## src/hw/rtl/mste_pkg.sv

```systemverilog
`timescale 1ns / 1ps
// ----------------------------------------------------------------------------
// mste_pkg
// Shared constants, register codes and control types for the maze
// spanning-tree edge filter.
// ----------------------------------------------------------------------------
package mste_pkg;

  localparam int MAX_CELLS_DEF = 4096;

  localparam int CFG_IDX_W  = 2;
  localparam int CFG_DATA_W = 7;
  localparam int GRID_W     = 7;
  localparam int LIMIT_W    = 2;
  localparam int COORD_W    = 6;
  localparam int POS_W      = 14;

  localparam logic [CFG_IDX_W-1:0] CFG_GRID_WIDTH  = 2'd0;
  localparam logic [CFG_IDX_W-1:0] CFG_GRID_HEIGHT = 2'd1;
  localparam logic [CFG_IDX_W-1:0] CFG_SIDE_LIMIT  = 2'd2;

  localparam logic [GRID_W-1:0]  GRID_WIDTH_RST  = 7'd16;
  localparam logic [GRID_W-1:0]  GRID_HEIGHT_RST = 7'd16;
  localparam logic [LIMIT_W-1:0] SIDE_LIMIT_RST  = 2'd3;

  typedef struct packed {
    logic clear;
    logic load;
    logic seek_a;
    logic seek_b;
    logic step;
    logic fin_a;
    logic fin_b;
    logic decide;
    logic upd_a;
    logic upd_b;
    logic emit;
  } mste_cmd_t;

  typedef struct packed {
    logic clr_last;
    logic in_grid;
    logic link_end;
    logic accept;
  } mste_status_t;

endpackage

```

## src/hw/rtl/mste_ctrl.sv

```systemverilog
`timescale 1ns / 1ps
// ----------------------------------------------------------------------------
// mste_ctrl
// Sequencer for the edge filter: clearing pass, two root walks, the union
// update and the result register handshake.
// ----------------------------------------------------------------------------
module mste_ctrl
  import mste_pkg::*;
(
  input  logic         clk,
  input  logic         rst_n,
  input  logic         in_valid,
  output logic         in_ready,
  output logic         out_valid,
  input  logic         out_ready,
  input  mste_status_t status,
  output mste_cmd_t    cmd
);

  localparam logic [3:0] S_CLEAR  = 4'd0;
  localparam logic [3:0] S_IDLE   = 4'd1;
  localparam logic [3:0] S_CHECK  = 4'd2;
  localparam logic [3:0] S_SEEK_A = 4'd3;
  localparam logic [3:0] S_WALK_A = 4'd4;
  localparam logic [3:0] S_SEEK_B = 4'd5;
  localparam logic [3:0] S_WALK_B = 4'd6;
  localparam logic [3:0] S_DECIDE = 4'd7;
  localparam logic [3:0] S_UPD_A  = 4'd8;
  localparam logic [3:0] S_UPD_B  = 4'd9;
  localparam logic [3:0] S_DONE   = 4'd10;

  logic [3:0] state_r, state_nxt;
  logic       out_valid_r, out_valid_nxt;

  assign in_ready  = (state_r == S_IDLE);
  assign out_valid = out_valid_r;

  always_comb begin
    state_nxt = state_r;
    cmd       = '0;
    unique case (state_r)
      S_CLEAR: begin
        cmd.clear = 1'b1;
        if (status.clr_last) begin
          state_nxt = S_IDLE;
        end
      end
      S_IDLE: begin
        if (in_valid) begin
          cmd.load  = 1'b1;
          state_nxt = S_CHECK;
        end
      end
      S_CHECK: begin
        state_nxt = status.in_grid ? S_SEEK_A : S_DONE;
      end
      S_SEEK_A: begin
        cmd.seek_a = 1'b1;
        state_nxt  = S_WALK_A;
      end
      S_WALK_A: begin
        if (status.link_end) begin
          cmd.fin_a = 1'b1;
          state_nxt = S_SEEK_B;
        end else begin
          cmd.step = 1'b1;
        end
      end
      S_SEEK_B: begin
        cmd.seek_b = 1'b1;
        state_nxt  = S_WALK_B;
      end
      S_WALK_B: begin
        if (status.link_end) begin
          cmd.fin_b = 1'b1;
          state_nxt = S_DECIDE;
        end else begin
          cmd.step = 1'b1;
        end
      end
      S_DECIDE: begin
        cmd.decide = 1'b1;
        state_nxt  = status.accept ? S_UPD_A : S_DONE;
      end
      S_UPD_A: begin
        cmd.upd_a = 1'b1;
        state_nxt = S_UPD_B;
      end
      S_UPD_B: begin
        cmd.upd_b = 1'b1;
        state_nxt = S_DONE;
      end
      S_DONE: begin
        if (!out_valid_r || out_ready) begin
          cmd.emit  = 1'b1;
          state_nxt = S_IDLE;
        end
      end
      default: begin
        state_nxt = S_IDLE;
      end
    endcase
  end

  always_comb begin
    out_valid_nxt = out_valid_r;
    priority if (cmd.emit) begin
      out_valid_nxt = 1'b1;
    end else if (out_ready) begin
      out_valid_nxt = 1'b0;
    end
  end

  always_ff @(posedge clk) begin
    if (!rst_n) begin
      state_r     <= S_CLEAR;
      out_valid_r <= 1'b0;
    end else begin
      state_r     <= state_nxt;
      out_valid_r <= out_valid_nxt;
    end
  end

endmodule

```

## config.mk

```make
export PLATFORM = sky130hd
export DESIGN_NAME = mste_ctrl
export DESIGN_NICKNAME = d
export VERILOG_FILES = /design/src/hw/rtl/mste_pkg.sv /design/src/hw/rtl/mste_ctrl.sv
export SDC_FILE = /design/constraint.sdc
export NUM_CORES = 1
export LEC_CHECK = 0
export ABC_AREA = 1
export BUFFER_PORTS_ARGS = -buffer_cell sky130_fd_sc_hd__buf_2
export CAP_MARGIN = 20
export CORE_AREA = 2 2 39 41
export CTS_CLUSTER_DIAMETER = 30
export CTS_CLUSTER_SIZE = 8
export DETAILED_ROUTE_END_ITERATION = 8
export DIE_AREA = 0 0 41 43
export HOLD_SLACK_MARGIN = 0.06
export PLACE_DENSITY = 0.57
export SYNTH_ARGS = -nofsm -noshare
export SYNTH_HDL_FRONTEND = slang
export SYNTH_SLANG_ARGS = --single-unit
```

## constraint.sdc

```tcl
create_clock -name clk -period 1.6 [get_ports clk]
set_clock_uncertainty 0.05 [all_clocks]
set_input_delay 0.48 -clock clk [delete_from_list [all_inputs] [get_ports clk]]
set_output_delay 0.48 -clock clk [all_outputs]
set_load 0.05 [all_outputs]
```

---- Yosys cells after proc, flatten, opt, wreduce, memory -nomap -nowiden ----
Index checks and enable logic that the tools add are counted.
storage, ports and cells
  register bits ........................... 5
  bits of input ports ..................... 8
  logic and storage cells ................. 48
cells by class
  reductions and logical operators ........ 6
  mux-type cells .......................... 25
  equality and inequality tests ........... 15
operators with widths
  kind                                                 number
  case mux 4 bit (11 select lines)                     1
  two-way mux 4 bit                                    6
  two-way mux 1 bit                                    17
  equality test 4 x 3 -> 1 bit, second input constant  4
  equality test 4 bit, second input constant           3
  != test 2 bit, second input constant                 5
  equality test 4 x 2 -> 1 bit, second input constant  2
  AND reduction 5 bit                                  1
  equality test 4 x 1 -> 1 bit, second input constant  1
  zero test 4 bit                                      1
  two-way mux 2 bit                                    1
  nonzero test 2 bit                                   1
  OR reduction 2 bit                                   1
  zero test 1 bit                                      1
  logical OR 1 bit                                     1

---- Longest topological paths before layout ----
  depth in word-level cells ............... 5
  gate-level depth with buffers ........... 9
  gate-level depth less buffers ........... 9

---- Worst setup path after synthesis ----
OpenSTA, ideal clock, no wires.
  path type ............................... register to output
  start ................................... register state_r[0]
  end ..................................... output cmd[5] in the netlist's numbering
  cell stages (with the launch flop) ...... 4
  arrival ................................. 1.627 ns
  setup slack ............................. -0.557 ns
  path through ............................ dfxtp_1 nor2_1 inv_1 nor3_1
RTL lines
  what                    line              source
  from (decl)             mste_ctrl.sv:32   logic [3:0] state_r, state_nxt;
  from (signal assigned)  mste_ctrl.sv:119  state_r <= state_nxt;
  to (decl)               mste_ctrl.sv:17   output mste_cmd_t cmd

==> qor.yml <==
avgSynthCellArea_sq_um: 5.53
antenna_found_initial: 0
powerDensity_nw_per_um2: 1630
grt_pass1_vias: 540
ctsHoldBuffers: 0
worst_pin_slew_ns: 0.267
nets: 125
final_area_sq_um: 876
synth-edff-count: 0
fp.dieW_microns: 41
hold_violations: 0
synth_most_common_cell: "nor2_1"
fp-row-count: 14
grtUsageTotal_pct: 18.1
holdPathStages: 3
hold_end: "state_r[3]"
r2r_start: "state_r[1]"
grt-ovfl-total: 0
dieArea_sq_um: 1760
timing.final.crit_share_pct: 106
drv_cap: 0
synthFlopType: "dfxtp_1"
via_per_inst: 4.53
slew_violations: 0
ir_drop_mv: 0.785
cts_buffer_depth: 2
cts_made_buffers: 3
rsz0062_at_grt: "yes"
dr.pass1.iters: 4
r2r-end: "state_r[1]"
syn_area_sq_um: 437
power.share.switching_pct: 52.5
wl_microns: 1390
synthMuxAreaShare_pct: 0
synthSimpleGateAreaFrac_pct: 52.7
ys_seq_area_share_pct: 22.9
required_ns: 1.07
tritoncts: "built"
synth_commonest_cells: "nor2_1 (19), inv_1 (17), nand2_1 (15), nand3_1 (7), dfxtp_1 (5)"
placed_cell_area_sq_um: 656
synthCells: 79
power_frac_seq_pct: 16.4
numPortBuffers: 20
synthXorXnorAreaFrac_pct: 0
ys_warn_count: 0
dpl.hpwl_microns: 1050
outcome: "finished, violations left"
synth_top_family_by_area: "simple AND/OR/NAND/NOR gates"
cts-root-buf: "clkbuf_4"
n_fill_cell: 121
ys_types: 18
r2r_slack_ns: 0.23
intPower_mw: 0.678
clk_pin_slew_ns: 0.04
start_kind: "register"
htree_levels: 1
p_sw_mw: 0.750
die_height_microns: 43
final_util_pct: 63.3
p_clk_share_pct: 10.0
worstHoldPathType: "in -> reg"
violations: "setup timing"
vias: 598
ff2ff_path_depth: 9
synth-seq-cells: 5
cp.arrival_ns: 1.17
leakagePower_nw: 0.460
drive_gt1_share_pct: 58.6
slew_headroom_pct: 82.1
grt_pass1_wl_microns: 2130
max_freq_mhz: 590
setup_violations: 12
wl_per_cell_microns: 10.6
clk-insertion-delay-late_ns: 0.24
yosysTopAreaCellShare_pct: 22.9
io_pins: 21
start_util_pct: 31.6
clkSinkCount: 5
grt_max_degree: 6
critPathKind: "reg -> out"
drt-initial-drc-count: 8
min_from: "rst_n"
synthAdderAreaFrac_pct: 0
route.detailed.drc: 0
cp_max_fo: 4
async_flop_share_pct: 0
diodes: 0
place_congestion: 0.806
synth_compound_area_share_pct: 7.16
yosys.area.top_type: "dfxtp_1"
detail-route-antenna-nets: 0
endpoint_kind: "output pin"
area_growth_pct: 101
setup_ws_ns: -0.0959
core_sq_um: 1380
combPwrFrac_pct: 73.5
synthTopCellsByArea: "dfxtp_1 (23%), nor2_1 (16%), inv_1 (15%)"
syn-num-nets: 87
fin_crit_ns: 1.70
pre_cts_slack_ns: -0.0296
[area by class of cell]
type / count / area, sq um / share of cell area [%]
repair buffers: 34 / 288 / 32.9
flip-flops and latches: 5 / 114 / 13.0
multi-input cells: 55 / 353 / 40.3
clock buffers: 4 / 26.3 / 3.00
well taps: 16 / 20.0 / 2.29
inverters: 18 / 75.1 / 8.57
[registers in the layout, indices dropped and copies added, names as in the netlist]
| name | flops |
|---|---|
| state_r | 4 |
| out_valid | 1 |
[cell usage in the layout, fill, tap and decap left out, types with 4 or more instances in the layout]
cell / netlist / routed
nor2_1: 19 / 12
nand3_1: 7 / 7
inv_1: 17 / 13
buf_4: 1 / 14
buf_2: 0 / 8
nand2_2: 1 / 4
nor2_2: 1 / 5
nand2_1: 15 / 10
buf_6: 0 / 10
[worst max-delay path by stage]
stage | slack, ns | cells after the start | start | to
finish | -0.1 | 4 | state_r[3] | cmd[9]
detailed placement | -0.03 | 5 | status[1] | cmd[6]
floorplan | -0.17 | 3 | state_r[0] | cmd[10]
global route | -0.17 | 4 | state_r[0] | cmd[10]
global placement | -0.02 | 5 | status[1] | cmd[6]
CTS | -0.11 | 5 | state_r[1] | cmd[9]
[power by group through the flow]
stage / Sequential (mW) / Combinational [mW] / Clock (mW)
global route: 0.242 / 1.12 / 0.163
floorplan: 0.201 / 0.568 / 0
global placement: 0.195 / 0.826 / 0
detailed placement: 0.194 / 0.825 / 0
CTS: 0.213 / 0.976 / 0.147
finish: 0.235 / 1.05 / 0.143
[stage by stage]
stage	cells	power, mW	hold slack (ns)	TNS [ns]
floorplan	79	0.769	0.493	-0.600
global placement	125	1.02	0.488	-0.0452
detailed placement	125	1.02	0.502	-0.0732
CTS	131	1.34	0.383	-0.862
global route	132	1.53	0.387	-1.76
finish	132	1.43	0.386	-0.929
[cells by family (layout without fill, tap and decap cells)]
logic type      Yosys count  in the layout
simple gates             50             50
buf+inv                  19             56
flops                     5              5
compound gates            5              5
[repair_timing]
item,CTS,global route
resized for setup,47,10
pin swaps,5,4
endpoints found under the setup margin,12,12
setup buffers,2,1
[worst max-delay path: stages (launching register included)]
cell and delay, ns:
dfxtp_2 0.32, inv_2 0.12, nand2_2 0.11, nor3_4 0.20, buf_6 0.18
[metal layers]
metal,GRT usage (%),wire [microns],share of wire [%]
met5,0,0,0
met4,8.00,8,0.57
met3,4.71,63,4.5
met2,31.6,746,54
met1,18.7,574,41
Power figures use the tool's default switching activity.
